<file path="config.mk">
export PLATFORM = sky130hd
export DESIGN_NAME = c_subset_tokenizer_core
export DESIGN_NICKNAME = d
export VERILOG_FILES = /design/src/cst_pkg.sv /design/src/c_subset_tokenizer_core.sv
export VERILOG_INCLUDE_DIRS = /design/src /design/src/src
export SDC_FILE = /design/constraint.sdc
export NUM_CORES = 2
export LEC_CHECK = 0
export BUFFER_PORTS_ARGS = -buffer_cell sky130_fd_sc_hd__buf_2
export CAP_MARGIN = 10
export CELL_PAD_IN_SITES_DETAIL_PLACEMENT = 0
export CELL_PAD_IN_SITES_GLOBAL_PLACEMENT = 1
export CORE_ASPECT_RATIO = 0.9
export CORE_MARGIN = 2
export CORE_UTILIZATION = 40
export CTS_CLUSTER_DIAMETER = 30
export CTS_CLUSTER_SIZE = 16
export DETAILED_ROUTE_END_ITERATION = 7
export PLACE_DENSITY_LB_ADDON = 0.08
export SETUP_SLACK_MARGIN = 0.1
export SLEW_MARGIN = 10
export SYNTH_ARGS = -nofsm -noshare
export SYNTH_HDL_FRONTEND = slang
export SYNTH_SLANG_ARGS = --single-unit
</file>
<file path="constraint.sdc">
create_clock -name clk -period 27.7 [get_ports clk]
set_clock_uncertainty 0.2 [all_clocks]
set_input_delay 1.385 -clock clk [delete_from_list [all_inputs] [get_ports clk]]
set_output_delay 1.385 -clock clk [all_outputs]
set_load 0.02 [all_outputs]
</file>
<file path="src/c_subset_tokenizer_core_assert.svh">
// Assertion helpers for the tokenizer core.
`ifndef C_SUBSET_TOKENIZER_CORE_ASSERT_SVH
`define C_SUBSET_TOKENIZER_CORE_ASSERT_SVH

// Condition that holds at every edge outside reset.
`define CST_ASSERT_ALWAYS(label, clk, rst, expr, msg) \
  label: assert property (@(posedge clk) disable iff (rst) (expr)) else $error(msg);

// Consequence in the same cycle.
`define CST_ASSERT_IMP(label, clk, rst, ante, cons, msg) \
  label: assert property (@(posedge clk) disable iff (rst) (ante) |-> (cons)) \
    else $error(msg);

// Consequence in the next cycle.
`define CST_ASSERT_NEXT(label, clk, rst, ante, cons, msg) \
  label: assert property (@(posedge clk) disable iff (rst) (ante) |=> (cons)) \
    else $error(msg);

`endif

</file>
<file path="src/cst_pkg.sv">
package cst_pkg;

  typedef logic [23:0] offset_t;
  typedef logic [15:0] pos_t;

  typedef struct packed {
    logic [7:0] char_byte;
    logic       is_final;
  } src_item_t;

  typedef struct packed {
    logic [4:0] kind;
    logic [2:0] keyword_index;
    offset_t    start_offset;
    pos_t       start_row;
    pos_t       start_col;
    pos_t       tok_length;
    logic       last_token;
  } tok_item_t;

  typedef struct packed {
    logic       hit;
    logic [2:0] idx;
  } kw_hit_t;

  // Token kinds
  localparam logic [4:0] KIND_END     = 5'd0;
  localparam logic [4:0] KIND_INVALID = 5'd1;
  localparam logic [4:0] KIND_KEYWORD = 5'd2;
  localparam logic [4:0] KIND_IDENT   = 5'd3;
  localparam logic [4:0] KIND_NUMBER  = 5'd4;
  localparam logic [4:0] KIND_LPAREN  = 5'd5;
  localparam logic [4:0] KIND_RPAREN  = 5'd6;
  localparam logic [4:0] KIND_LBRACE  = 5'd7;
  localparam logic [4:0] KIND_RBRACE  = 5'd8;
  localparam logic [4:0] KIND_SEMI    = 5'd9;
  localparam logic [4:0] KIND_COMMA   = 5'd10;
  localparam logic [4:0] KIND_PLUS    = 5'd11;
  localparam logic [4:0] KIND_INC     = 5'd12;
  localparam logic [4:0] KIND_MINUS   = 5'd13;
  localparam logic [4:0] KIND_DEC     = 5'd14;
  localparam logic [4:0] KIND_STAR    = 5'd15;
  localparam logic [4:0] KIND_SLASH   = 5'd16;
  localparam logic [4:0] KIND_PERCENT = 5'd17;
  localparam logic [4:0] KIND_ASSIGN  = 5'd18;
  localparam logic [4:0] KIND_EQ      = 5'd19;
  localparam logic [4:0] KIND_NOT     = 5'd20;
  localparam logic [4:0] KIND_NE      = 5'd21;
  localparam logic [4:0] KIND_LT      = 5'd22;
  localparam logic [4:0] KIND_GT      = 5'd23;
  localparam logic [4:0] KIND_LE      = 5'd24;
  localparam logic [4:0] KIND_GE      = 5'd25;
  localparam logic [4:0] KIND_ANDAND  = 5'd26;
  localparam logic [4:0] KIND_OROR    = 5'd27;
  localparam logic [4:0] KIND_LONE    = 5'd28;
  // no match from the pair table
  localparam logic [4:0] KIND_NONE    = 5'd0;

  localparam logic [7:0] CH_NL    = 8'h0A;
  localparam logic [7:0] CH_SLASH = 8'h2F;
  localparam logic [7:0] CH_EQ    = 8'h3D;
  localparam logic [7:0] CH_AMP   = 8'h26;
  localparam logic [7:0] CH_BAR   = 8'h7C;

  // Keywords, first byte in the low bits, zero padded: if else while return int void
  localparam int unsigned KW_COUNT = 6;
  localparam logic [47:0] KW_TEXT [KW_COUNT] = '{
    48'h0000_0000_6669, 48'h0000_6573_6C65, 48'h0065_6C69_6877,
    48'h6E72_7574_6572, 48'h0000_0074_6E69, 48'h0000_6469_6F76
  };
  localparam logic [2:0] KW_LEN [KW_COUNT] = '{3'd2, 3'd4, 3'd5, 3'd6, 3'd3, 3'd4};

  // Result queue sizing
  localparam int unsigned QDEPTH  = 4;
  localparam int unsigned MAX_RES = 3;

  function automatic logic is_alpha(logic [7:0] c);
    return (c >= "a" && c <= "z") || (c >= "A" && c <= "Z");
  endfunction

  function automatic logic is_digit(logic [7:0] c);
    return c >= "0" && c <= "9";
  endfunction

  function automatic logic is_space(logic [7:0] c);
    return c == " " || (c >= 8'd9 && c <= 8'd13);
  endfunction

  // len is the word length, 7 standing for anything longer than six
  function automatic kw_hit_t kw_lookup(logic [47:0] w, logic [2:0] len);
    kw_hit_t r;
    r = '0;
    for (int i = 0; i < KW_COUNT; i++) begin
      if (w == KW_TEXT[i] && len == KW_LEN[i]) begin
        r.hit = 1'b1;
        r.idx = 3'(i);
      end
    end
    return r;
  endfunction

  function automatic logic [4:0] lone_kind(logic [7:0] h);
    logic [4:0] k;
    unique case (h)
      CH_SLASH:       k = KIND_SLASH;
      "!":            k = KIND_NOT;
      CH_EQ:          k = KIND_ASSIGN;
      "<":            k = KIND_LT;
      ">":            k = KIND_GT;
      "+":            k = KIND_PLUS;
      "-":            k = KIND_MINUS;
      CH_AMP, CH_BAR: k = KIND_LONE;
      default:        k = KIND_INVALID;
    endcase
    return k;
  endfunction

  function automatic logic [4:0] pair_kind(logic [7:0] h, logic [7:0] c);
    logic [4:0] k;
    k = KIND_NONE;
    if (c == CH_EQ) begin
      unique case (h)
        "!":     k = KIND_NE;
        CH_EQ:   k = KIND_EQ;
        "<":     k = KIND_LE;
        ">":     k = KIND_GE;
        default: k = KIND_NONE;
      endcase
    end else if (h == c) begin
      unique case (h)
        "+":     k = KIND_INC;
        "-":     k = KIND_DEC;
        CH_AMP:  k = KIND_ANDAND;
        CH_BAR:  k = KIND_OROR;
        default: k = KIND_NONE;
      endcase
    end
    return k;
  endfunction

  function automatic logic [4:0] single_kind(logic [7:0] c);
    logic [4:0] k;
    unique case (c)
      "(":     k = KIND_LPAREN;
      ")":     k = KIND_RPAREN;
      "{":     k = KIND_LBRACE;
      "}":     k = KIND_RBRACE;
      ";":     k = KIND_SEMI;
      ",":     k = KIND_COMMA;
      "*":     k = KIND_STAR;
      "%":     k = KIND_PERCENT;
      default: k = KIND_INVALID;
    endcase
    return k;
  endfunction

endpackage

</file>
<file path="src/c_subset_tokenizer_core.sv">
// Streaming tokenizer for a small C subset. Source bytes enter one per transfer on the
// src channel and tokens leave one per transfer on the tok channel. Each byte is
// scanned in the cycle it is accepted; it yields zero to three tokens, which go into a
// four-entry result queue, so a byte is taken every cycle as long as the queue holds at
// most one waiting token. Bytes that each yield at most one token stream at one per
// cycle while tok_stall stays low; the tokens of a byte that yields two or three
// leave one per transfer. A byte flagged is_final flushes the pending token, then
// sends an end token with last_token set, carrying the position just past the text,
// and the block starts a fresh text with the next byte. Offsets saturate at
// 2^OFFSET_BITS-1; rows, columns and lengths saturate at 2^POS_BITS-1.
`include "c_subset_tokenizer_core_assert.svh"

module c_subset_tokenizer_core #(
  parameter int unsigned OFFSET_BITS = 24,
  parameter int unsigned POS_BITS    = 16
) (
  input  logic                  clk,
  input  logic                  rst,
  input  logic                  src_valid,
  output logic                  src_stall,
  input  cst_pkg::src_item_t    src_item,
  output logic                  tok_valid,
  input  logic                  tok_stall,
  output cst_pkg::tok_item_t    tok_item
);

  typedef enum logic [2:0] {M_IDLE, M_WORD, M_NUMBER, M_SYMBOL, M_COMMENT} mode_t;

  typedef logic [OFFSET_BITS-1:0] off_t;
  typedef logic [POS_BITS-1:0]    posn_t;

  localparam posn_t POS_ONE = posn_t'(1);

  mode_t      mode, mode_next;
  logic [7:0] held, held_next;
  logic [47:0] word, word_next;
  off_t       cur_off, cur_off_next, tk_off, tk_off_next;
  posn_t      cur_row, cur_row_next, cur_col, cur_col_next;
  posn_t      tk_row, tk_row_next, tk_col, tk_col_next, tk_len, tk_len_next;

  cst_pkg::tok_item_t res [cst_pkg::QDEPTH];
  logic [1:0] res_n;

  cst_pkg::tok_item_t q [cst_pkg::QDEPTH];
  cst_pkg::tok_item_t q_next [cst_pkg::QDEPTH];
  logic [2:0] count, count_next;

  logic acc, pop;

  function automatic off_t sat_off(off_t v);
    return (v == '1) ? v : v + off_t'(1);
  endfunction

  function automatic posn_t sat_pos(posn_t v);
    return (v == '1) ? v : v + POS_ONE;
  endfunction

  function automatic cst_pkg::tok_item_t make_tok(logic [4:0] kind, logic [2:0] kw,
                                                  off_t off, posn_t row, posn_t col,
                                                  posn_t len, logic last);
    cst_pkg::tok_item_t t;
    t.kind          = kind;
    t.keyword_index = kw;
    t.start_offset  = cst_pkg::offset_t'(off);
    t.start_row     = cst_pkg::pos_t'(row);
    t.start_col     = cst_pkg::pos_t'(col);
    t.tok_length    = cst_pkg::pos_t'(len);
    t.last_token    = last;
    return t;
  endfunction

  function automatic cst_pkg::tok_item_t word_tok(logic [47:0] w, off_t off, posn_t row,
                                                  posn_t col, posn_t len);
    cst_pkg::kw_hit_t kh;
    logic [2:0] lc;
    lc = (len <= posn_t'(6)) ? 3'(len) : 3'd7;
    kh = cst_pkg::kw_lookup(w, lc);
    if (kh.hit) begin
      return make_tok(cst_pkg::KIND_KEYWORD, kh.idx, off, row, col, len, 1'b0);
    end
    return make_tok(cst_pkg::KIND_IDENT, 3'd0, off, row, col, len, 1'b0);
  endfunction

  assign acc       = src_valid && !src_stall;
  assign pop       = tok_valid && !tok_stall;
  assign src_stall = count > 3'(cst_pkg::QDEPTH - cst_pkg::MAX_RES);
  assign tok_valid = count != 3'd0;
  assign tok_item  = q[0];

  // Scan one byte
  always_comb begin
    logic [7:0] c;
    logic       used;
    logic [4:0] pk;
    c           = src_item.char_byte;
    used        = 1'b0;
    pk          = cst_pkg::pair_kind(held, c);
    mode_next   = mode;
    held_next   = held;
    word_next   = word;
    cur_off_next = cur_off;
    cur_row_next = cur_row;
    cur_col_next = cur_col;
    tk_off_next = tk_off;
    tk_row_next = tk_row;
    tk_col_next = tk_col;
    tk_len_next = tk_len;
    res_n       = 2'd0;
    for (int i = 0; i < cst_pkg::QDEPTH; i++) begin
      res[i] = '0;
    end

    unique case (mode)
      M_WORD: begin
        if (cst_pkg::is_alpha(c) || cst_pkg::is_digit(c)) begin
          if (tk_len < posn_t'(6)) begin
            word_next[{tk_len[2:0], 3'b000} +: 8] = c;
          end
          tk_len_next = sat_pos(tk_len);
          used = 1'b1;
        end else begin
          res[res_n] = word_tok(word, tk_off, tk_row, tk_col, tk_len);
          res_n = res_n + 2'd1;
          mode_next = M_IDLE;
        end
      end
      M_NUMBER: begin
        if (cst_pkg::is_digit(c)) begin
          tk_len_next = sat_pos(tk_len);
          used = 1'b1;
        end else begin
          res[res_n] = make_tok(cst_pkg::KIND_NUMBER, 3'd0, tk_off, tk_row, tk_col,
                                tk_len, 1'b0);
          res_n = res_n + 2'd1;
          mode_next = M_IDLE;
        end
      end
      M_SYMBOL: begin
        if (held == cst_pkg::CH_SLASH && c == cst_pkg::CH_SLASH) begin
          mode_next = M_COMMENT;
          used = 1'b1;
        end else if (pk != cst_pkg::KIND_NONE) begin
          tk_len_next = posn_t'(2);
          res[res_n] = make_tok(pk, 3'd0, tk_off, tk_row, tk_col, posn_t'(2), 1'b0);
          res_n = res_n + 2'd1;
          mode_next = M_IDLE;
          used = 1'b1;
        end else begin
          res[res_n] = make_tok(cst_pkg::lone_kind(held), 3'd0, tk_off, tk_row, tk_col,
                                tk_len, 1'b0);
          res_n = res_n + 2'd1;
          mode_next = M_IDLE;
        end
      end
      M_COMMENT: begin
        if (c == cst_pkg::CH_NL) begin
          mode_next = M_IDLE;
        end
        used = 1'b1;
      end
      default: mode_next = M_IDLE;
    endcase

    if (!used && !cst_pkg::is_space(c)) begin
      tk_off_next = cur_off;
      tk_row_next = cur_row;
      tk_col_next = cur_col;
      tk_len_next = POS_ONE;
      if (cst_pkg::is_alpha(c)) begin
        word_next = {40'd0, c};
        mode_next = M_WORD;
      end else if (cst_pkg::is_digit(c)) begin
        mode_next = M_NUMBER;
      end else if (cst_pkg::lone_kind(c) != cst_pkg::KIND_INVALID) begin
        held_next = c;
        mode_next = M_SYMBOL;
      end else begin
        res[res_n] = make_tok(cst_pkg::single_kind(c), 3'd0, cur_off, cur_row, cur_col,
                              POS_ONE, 1'b0);
        res_n = res_n + 2'd1;
      end
    end

    // every byte advances the position exactly once
    cur_off_next = sat_off(cur_off);
    if (c == cst_pkg::CH_NL) begin
      cur_row_next = sat_pos(cur_row);
      cur_col_next = POS_ONE;
    end else begin
      cur_col_next = sat_pos(cur_col);
    end

    if (src_item.is_final) begin
      unique case (mode_next)
        M_WORD: begin
          res[res_n] = word_tok(word_next, tk_off_next, tk_row_next, tk_col_next,
                                tk_len_next);
          res_n = res_n + 2'd1;
        end
        M_NUMBER: begin
          res[res_n] = make_tok(cst_pkg::KIND_NUMBER, 3'd0, tk_off_next, tk_row_next,
                                tk_col_next, tk_len_next, 1'b0);
          res_n = res_n + 2'd1;
        end
        M_SYMBOL: begin
          res[res_n] = make_tok(cst_pkg::lone_kind(held_next), 3'd0, tk_off_next,
                                tk_row_next, tk_col_next, tk_len_next, 1'b0);
          res_n = res_n + 2'd1;
        end
        default: ;
      endcase
      res[res_n] = make_tok(cst_pkg::KIND_END, 3'd0, cur_off_next, cur_row_next,
                            cur_col_next, '0, 1'b1);
      res_n = res_n + 2'd1;
      // start a fresh text
      mode_next    = M_IDLE;
      held_next    = '0;
      word_next    = '0;
      cur_off_next = '0;
      cur_row_next = POS_ONE;
      cur_col_next = POS_ONE;
      tk_off_next  = '0;
      tk_row_next  = POS_ONE;
      tk_col_next  = POS_ONE;
      tk_len_next  = '0;
    end
  end

  // Result queue: head at entry 0, shift on pop, append new results behind
  always_comb begin
    logic [2:0] base;
    logic [2:0] push_n;
    logic [1:0] k;
    base   = count - {2'd0, pop};
    push_n = acc ? {1'b0, res_n} : 3'd0;
    count_next = base + push_n;
    for (int i = 0; i < cst_pkg::QDEPTH; i++) begin
      q_next[i] = q[i];
    end
    if (pop) begin
      for (int i = 0; i < cst_pkg::QDEPTH - 1; i++) begin
        q_next[i] = q[i + 1];
      end
    end
    for (int i = 0; i < cst_pkg::QDEPTH; i++) begin
      k = 2'(3'(i) - base);
      if (3'(i) >= base && {1'b0, k} < push_n) begin
        q_next[i] = res[k];
      end
    end
  end

  always_ff @(posedge clk) begin
    if (rst) begin
      mode    <= M_IDLE;
      held    <= '0;
      word    <= '0;
      cur_off <= '0;
      cur_row <= POS_ONE;
      cur_col <= POS_ONE;
      tk_off  <= '0;
      tk_row  <= POS_ONE;
      tk_col  <= POS_ONE;
      tk_len  <= '0;
      count   <= '0;
    end else begin
      if (acc) begin
        mode    <= mode_next;
        held    <= held_next;
        word    <= word_next;
        cur_off <= cur_off_next;
        cur_row <= cur_row_next;
        cur_col <= cur_col_next;
        tk_off  <= tk_off_next;
        tk_row  <= tk_row_next;
        tk_col  <= tk_col_next;
        tk_len  <= tk_len_next;
      end
      count <= count_next;
    end
  end

  always_ff @(posedge clk) begin
    for (int i = 0; i < cst_pkg::QDEPTH; i++) begin
      q[i] <= q_next[i];
    end
  end

  `CST_ASSERT_ALWAYS(a_count_bound, clk, rst, count <= 3'(cst_pkg::QDEPTH), "result queue overflow")
  `CST_ASSERT_NEXT(a_final_resets, clk, rst, acc && src_item.is_final, mode == M_IDLE && cur_off == '0 && cur_row == POS_ONE && tk_len == '0, "state not cleared after end of text")
  `CST_ASSERT_NEXT(a_pop_drains, clk, rst, pop && !acc, count == $past(count) - 3'd1, "queue count wrong on drain")
  `CST_ASSERT_IMP(a_last_is_end, clk, rst, tok_valid && tok_item.last_token, tok_item.kind == cst_pkg::KIND_END && tok_item.tok_length == '0, "last flag on a non-end token")
  `CST_ASSERT_IMP(a_held_symbol, clk, rst, mode == M_SYMBOL, cst_pkg::lone_kind(held) != cst_pkg::KIND_INVALID, "symbol mode holds a byte that starts no symbol")

endmodule
</file>
=== Word level (Yosys, flattened, before mapping) ===
Memory sizes are Yosys's and may differ from the RTL's.
Index checks and enable logic that the tools add are counted.

* Memory bits (writable): 324
* Word-level logic and storage cells: 325
* Register bits: 190
* Memories: 1
* Output and inout port bits: 83

{| class="wikitable"
|+ Memories
! name !! depth !! width !! rd ports !! clocked after memory_dff !! write ports !! RTL line !! text
|-
| q || 4 || 81 || 4 || 0 || 4 || c_subset_tokenizer_core.sv:44 || <nowiki>cst_pkg::tok_item_t q [cst_pkg::QDEPTH];</nowiki>
|}

* Shift operators: 2
* Reductions and logical operators: 40
* Bitwise gates (word level): 7
* Equality and inequality tests: 72
* Mux-type cells: 148
* Magnitude comparators: 30
* Add/sub/neg operators: 14

{| class="wikitable"
|+ Operators by type and width
! cell !! count
|-
| $mux W324 || 6
|-
| $mux W81 || 24
|-
| $bwmux W324 || 5
|-
| $pmux W324 S3 || 1
|-
| $bmux W81 S2 || 4
|-
| $demux W81 S2 || 3
|-
| $mux W48 || 6
|-
| $mux W16 || 17
|-
| $eq A8 B6 Y1 const B || 31
|-
| $mux W243 || 1
|-
| $pmux W81 S3 || 1
|-
| $eq A48 B31 Y1 const B || 4
|-
| $pmux W5 S8 || 4
|-
| $eq A48 B15 Y1 const B || 2
|-
| $eq A48 B23 Y1 const B || 2
|-
| $eq A48 B39 Y1 const B || 2
|-
| $eq A48 B47 Y1 const B || 2
|-
| $mux W24 || 4
|-
| $mux W79 || 1
|-
| $mux W4 || 16
|-
| $mux W5 || 11
|-
| $add A16 B1 Y16 const B || 3
|-
| $bwmux W48 || 1
|-
| $eq A16 B16 Y1 const B || 3
|-
| 48 further kinds || 159
|}

=== Logic depth before layout (Yosys ltp) ===
* Word-level depth: 38
* Mapped depth: 29

=== Least setup slack after synthesis ===
OpenSTA, ideal clock, no wires.

* Kind: input -> register
* From: input port src_item[2] (netlist name)
* To: memory q[3][0] (netlist name), enable pin
* Setup slack: 17.733 ns
* Setup time: 0.521 ns
* Path buffers: 4
* Required time: 26.979 ns
* Data arrival time: 9.246 ns
* Cell stages on the path: 22
* Cell sequence: buf_4 > or4_4 > o221ai_4 > buf_6 > nand2_1 > nor2_1 > nor3b_1 > inv_1 > clkbuf_1 > buf_1 > ha_1 > o21ai_1 > inv_1 > ha_1 > nor2_1 > a21o_1 > ha_1 > nand2_1 > o21ai_0 > nand2_1 > fa_1 > nor2_1

{| class="wikitable"
|+ RTL lines
! element !! RTL line !! text
|-
| start, declared || c_subset_tokenizer_core.sv:21 || <nowiki>input cst_pkg::src_item_t src_item,</nowiki>
|-
| end, declared || c_subset_tokenizer_core.sv:44 ||
|}

==> impl_metrics.env <==
export IMPL_status="completed"
export IMPL_finalSetupViolCount=0
export IMPL_grt_max_degree=162
export IMPL_synth_edf_count=324
export IMPL_rsz0062_at_grt="false"
export IMPL_fp_coreArea_um2=87630
export IMPL_period_needed_ps=9045
export IMPL_grt_pass1_wl_um=235100
export IMPL_holdWs_ps=267.4
export IMPL_max_freq_ghz=0.1106
export IMPL_worst_hold_path_endpoint="word[32]"
export IMPL_gr_total_overflow=0
export IMPL_start_kind="input pin"
export IMPL_die_h_um=285.8
export IMPL_syn_num_nets=4426
export IMPL_worst_slew_pin_slew_ps=1247
export IMPL_grt_pass1_vias=31880
export IMPL_yosys_warnings=0
export IMPL_drt_iter0_drc=5912
export IMPL_ir_drop_mv=0.1284
export IMPL_hold_viol_final=0
export IMPL_r2r_end="q[0][38]"
export IMPL_drc=0
export IMPL_grt_usage=0.3542
export IMPL_fin_util=0.4735
export IMPL_p_leak_nw=14.87
export IMPL_ys_async_sr_fraction=0
export IMPL_cts_tree="built"
export IMPL_crit_required_ps=27850
export IMPL_cts_resized=0
export IMPL_crit_type="in -> reg"
export IMPL_antenna_found_initial=2
export IMPL_reg2reg_setup_slack_ps=19390
export IMPL_fin_cells=5580
export IMPL_min_period_over_period=0.3265
export IMPL_final_common_cell="nor2_1"
export IMPL_syn_avg_cell_area_um2=8.047
export IMPL_critPathLaunch="src_item[5]"
export IMPL_timing_setup_tns_ps=0
export IMPL_avgRoutedWirePerCell_um=29.42
export IMPL_path_clk_slew_ps=40
export IMPL_drive_above_1_share=0.1191
export IMPL_ys_types=113
export IMPL_crit_cells=23
export IMPL_min_from="word[32]"
export IMPL_cp_max_fo=83
export IMPL_via_per_inst=6.423
export IMPL_hpwl_um=112700
export IMPL_endpoint_kind="flip-flop"
export IMPL_first_pass_iters=7
export IMPL_synth_seq_cells=514
export IMPL_worst_path_buf_inv=5
export IMPL_dieWidth_um=317.1
export IMPL_num_vias=35841
export IMPL_final_max_slew_viol_count=0
export IMPL_root_buffer="clkbuf_16"
export IMPL_hold_path_depth=2
export IMPL_syn_inst=4387
export IMPL_rows=103
export IMPL_gp_congestion=0.9969
export IMPL_start_util=0.4028
export IMPL_cp_top_family="simple AND/OR/NAND/NOR gates"
export IMPL_netlist_area_um2=35300
export IMPL_clk_latency_ps=730
export IMPL_ys_seq_area_frac=0.3834
export IMPL_die_area_um2=90650
export IMPL_fillers=8525
export IMPL_synthFlopType="edfxtp_1"
export IMPL_powerDensity_nw_per_um2=124.2
export IMPL_crit_chain="buf_2 -> and4bb_2 -> nand2_1 -> nand2_1 -> nor2_1 -> nor3b_1 -> inv_1 -> buf_4 -> ha_1 -> o21ai_1 -> inv_1 -> ha_1 -> nor2_1 -> a21o_1 -> ha_1 -> nand2_1 -> o21ai_0 -> nand2_1 -> ha_1 -> nor2b_1 -> or4_4 -> nand2_4 -> buf_4"
export IMPL_drv_cap=0
export IMPL_critical_path_arrival_ps=9190
export IMPL_area_growth_pct=17.54
export IMPL_r2r_cells=22
export IMPL_htreeDepth=4
export IMPL_slew_headroom=0.1599
export IMPL_final_net_count=4342
export IMPL_most_common_layout_cells="nor2_1, nand2_1, o21ai_0, a21oi_1, edfxtp_1"
export IMPL_max_stage_delay_ps=920
export IMPL_io_pins=96
export IMPL_ant_nets=0
export IMPL_placed_cells=5313
export IMPL_timing_rr_start="held[3]"
export IMPL_min_path_type="reg -> reg"
export IMPL_crit_path_top_delay_cell="or4_4"
export IMPL_hold_buffers=0
export IMPL_numCtsBuffers=143
export IMPL_cts_setup_buffers=0
export IMPL_io_buffers=95
export IMPL_wirelength_um=164200
export IMPL_clkSinkCount=514
export IMPL_clockBufferDepth=3
==> where the power goes <==
group / total, mW / internal [mW] / switching, mW
Combinational: 2.09 / 0.535 / 1.56
Sequential: 1.34 / 1.25 / 0.0832
Clock: 1.72 / 1.20 / 0.524
Total: 5.15 / 2.99 / 2.17
==> logic make-up after synthesis <==
logic type	share of synthesized area
flops	0.3834
buf+inv	0.04902
compound gates	0.2509
mux	0.07266
simple gates	0.2211
fa+ha+maj	0.009641
xor+xnor	0.01340
==> tightest hold or removal path, delay by kind of cell, from the launching register on <==
kind            cells  cell delay, ps
flops               1             310
simple gates        1              50
compound gates      1              50
==> cells in the mapped netlist, drive strengths merged (37+ instances only) <==
library cell	number	share of area
nor3	77	0.011
clkbuf	329	0.035
nand2	545	0.058
a21oi	327	0.047
o221ai	40	0.010
xor2	37	0.0092
o22ai	98	0.017
edfxtp	324	0.28
inv	37	0.0039
nand4	38	0.0069
a22oi	192	0.041
nor2	691	0.074
dfxtp	190	0.11
nand3	110	0.016
mux2	39	0.013
buf	75	0.010
o21ai	365	0.052
and3	42	0.0074
a31oi	41	0.0073
mux2i	203	0.058
==> sequential cells by signal, indices dropped and copies added (netlist names) <==
signal / flops
count: 3
cur_off: 24
held: 8
tk_len: 16
word: 48
mode: 3
tk_off: 24
q: 324
cur_col: 16
tk_row: 16
tk_col: 16
cur_row: 16
==> metal layers <==
| metal | routed length [um] | part of all wire | track usage | up-vias |
|---|---|---|---|---|
| li1 | - | - | - | 16084 |
| met1 | 76060 | 0.46 | 0.5529 | 17268 |
| met2 | 59810 | 0.36 | 0.4291 | 2313 |
| met3 | 25750 | 0.16 | 0.1655 | 176 |
| met4 | 2556 | 0.016 | 0.06725 | 0 |
| met5 | 0 | 0 | 0 | - |
==> worst max-delay path by stage <==
stage	to
4_1_cts	q[0][42]
2_1_floorplan	q[3][0]
3_3_place_gp	q[0][73]
3_5_place_dp	q[0][42]
6_report	q[0][38]
5_1_grt	q[0][5]
==> layout make-up <==
type	instances	area, um^2	area share
Antenna cell	2	5.005	0.0001206
Timing Repair Buffer	175	1107	0.02669
Inverter	38	148.9	0.003588
Tap cell	1155	1445	0.03483
Clock buffer	184	3926	0.09462
Clock inverter	81	1121	0.02702
Sequential cell	514	13530	0.3261
Multi-Input combinational cell	3431	20210	0.4870
==> per-stage QoR <==
stage          worst slack, ps  cell area, um^2  total power, mW
4_1_cts                  18720            41490            5.114
6_report                 18660            41490            5.155
3_5_place_dp             17910            36440            3.387
5_1_grt                  18090            41490            5.365
2_1_floorplan            17730            35300            2.640
3_3_place_gp             18150            36430            3.371
(Power assumes the default switching activity.)
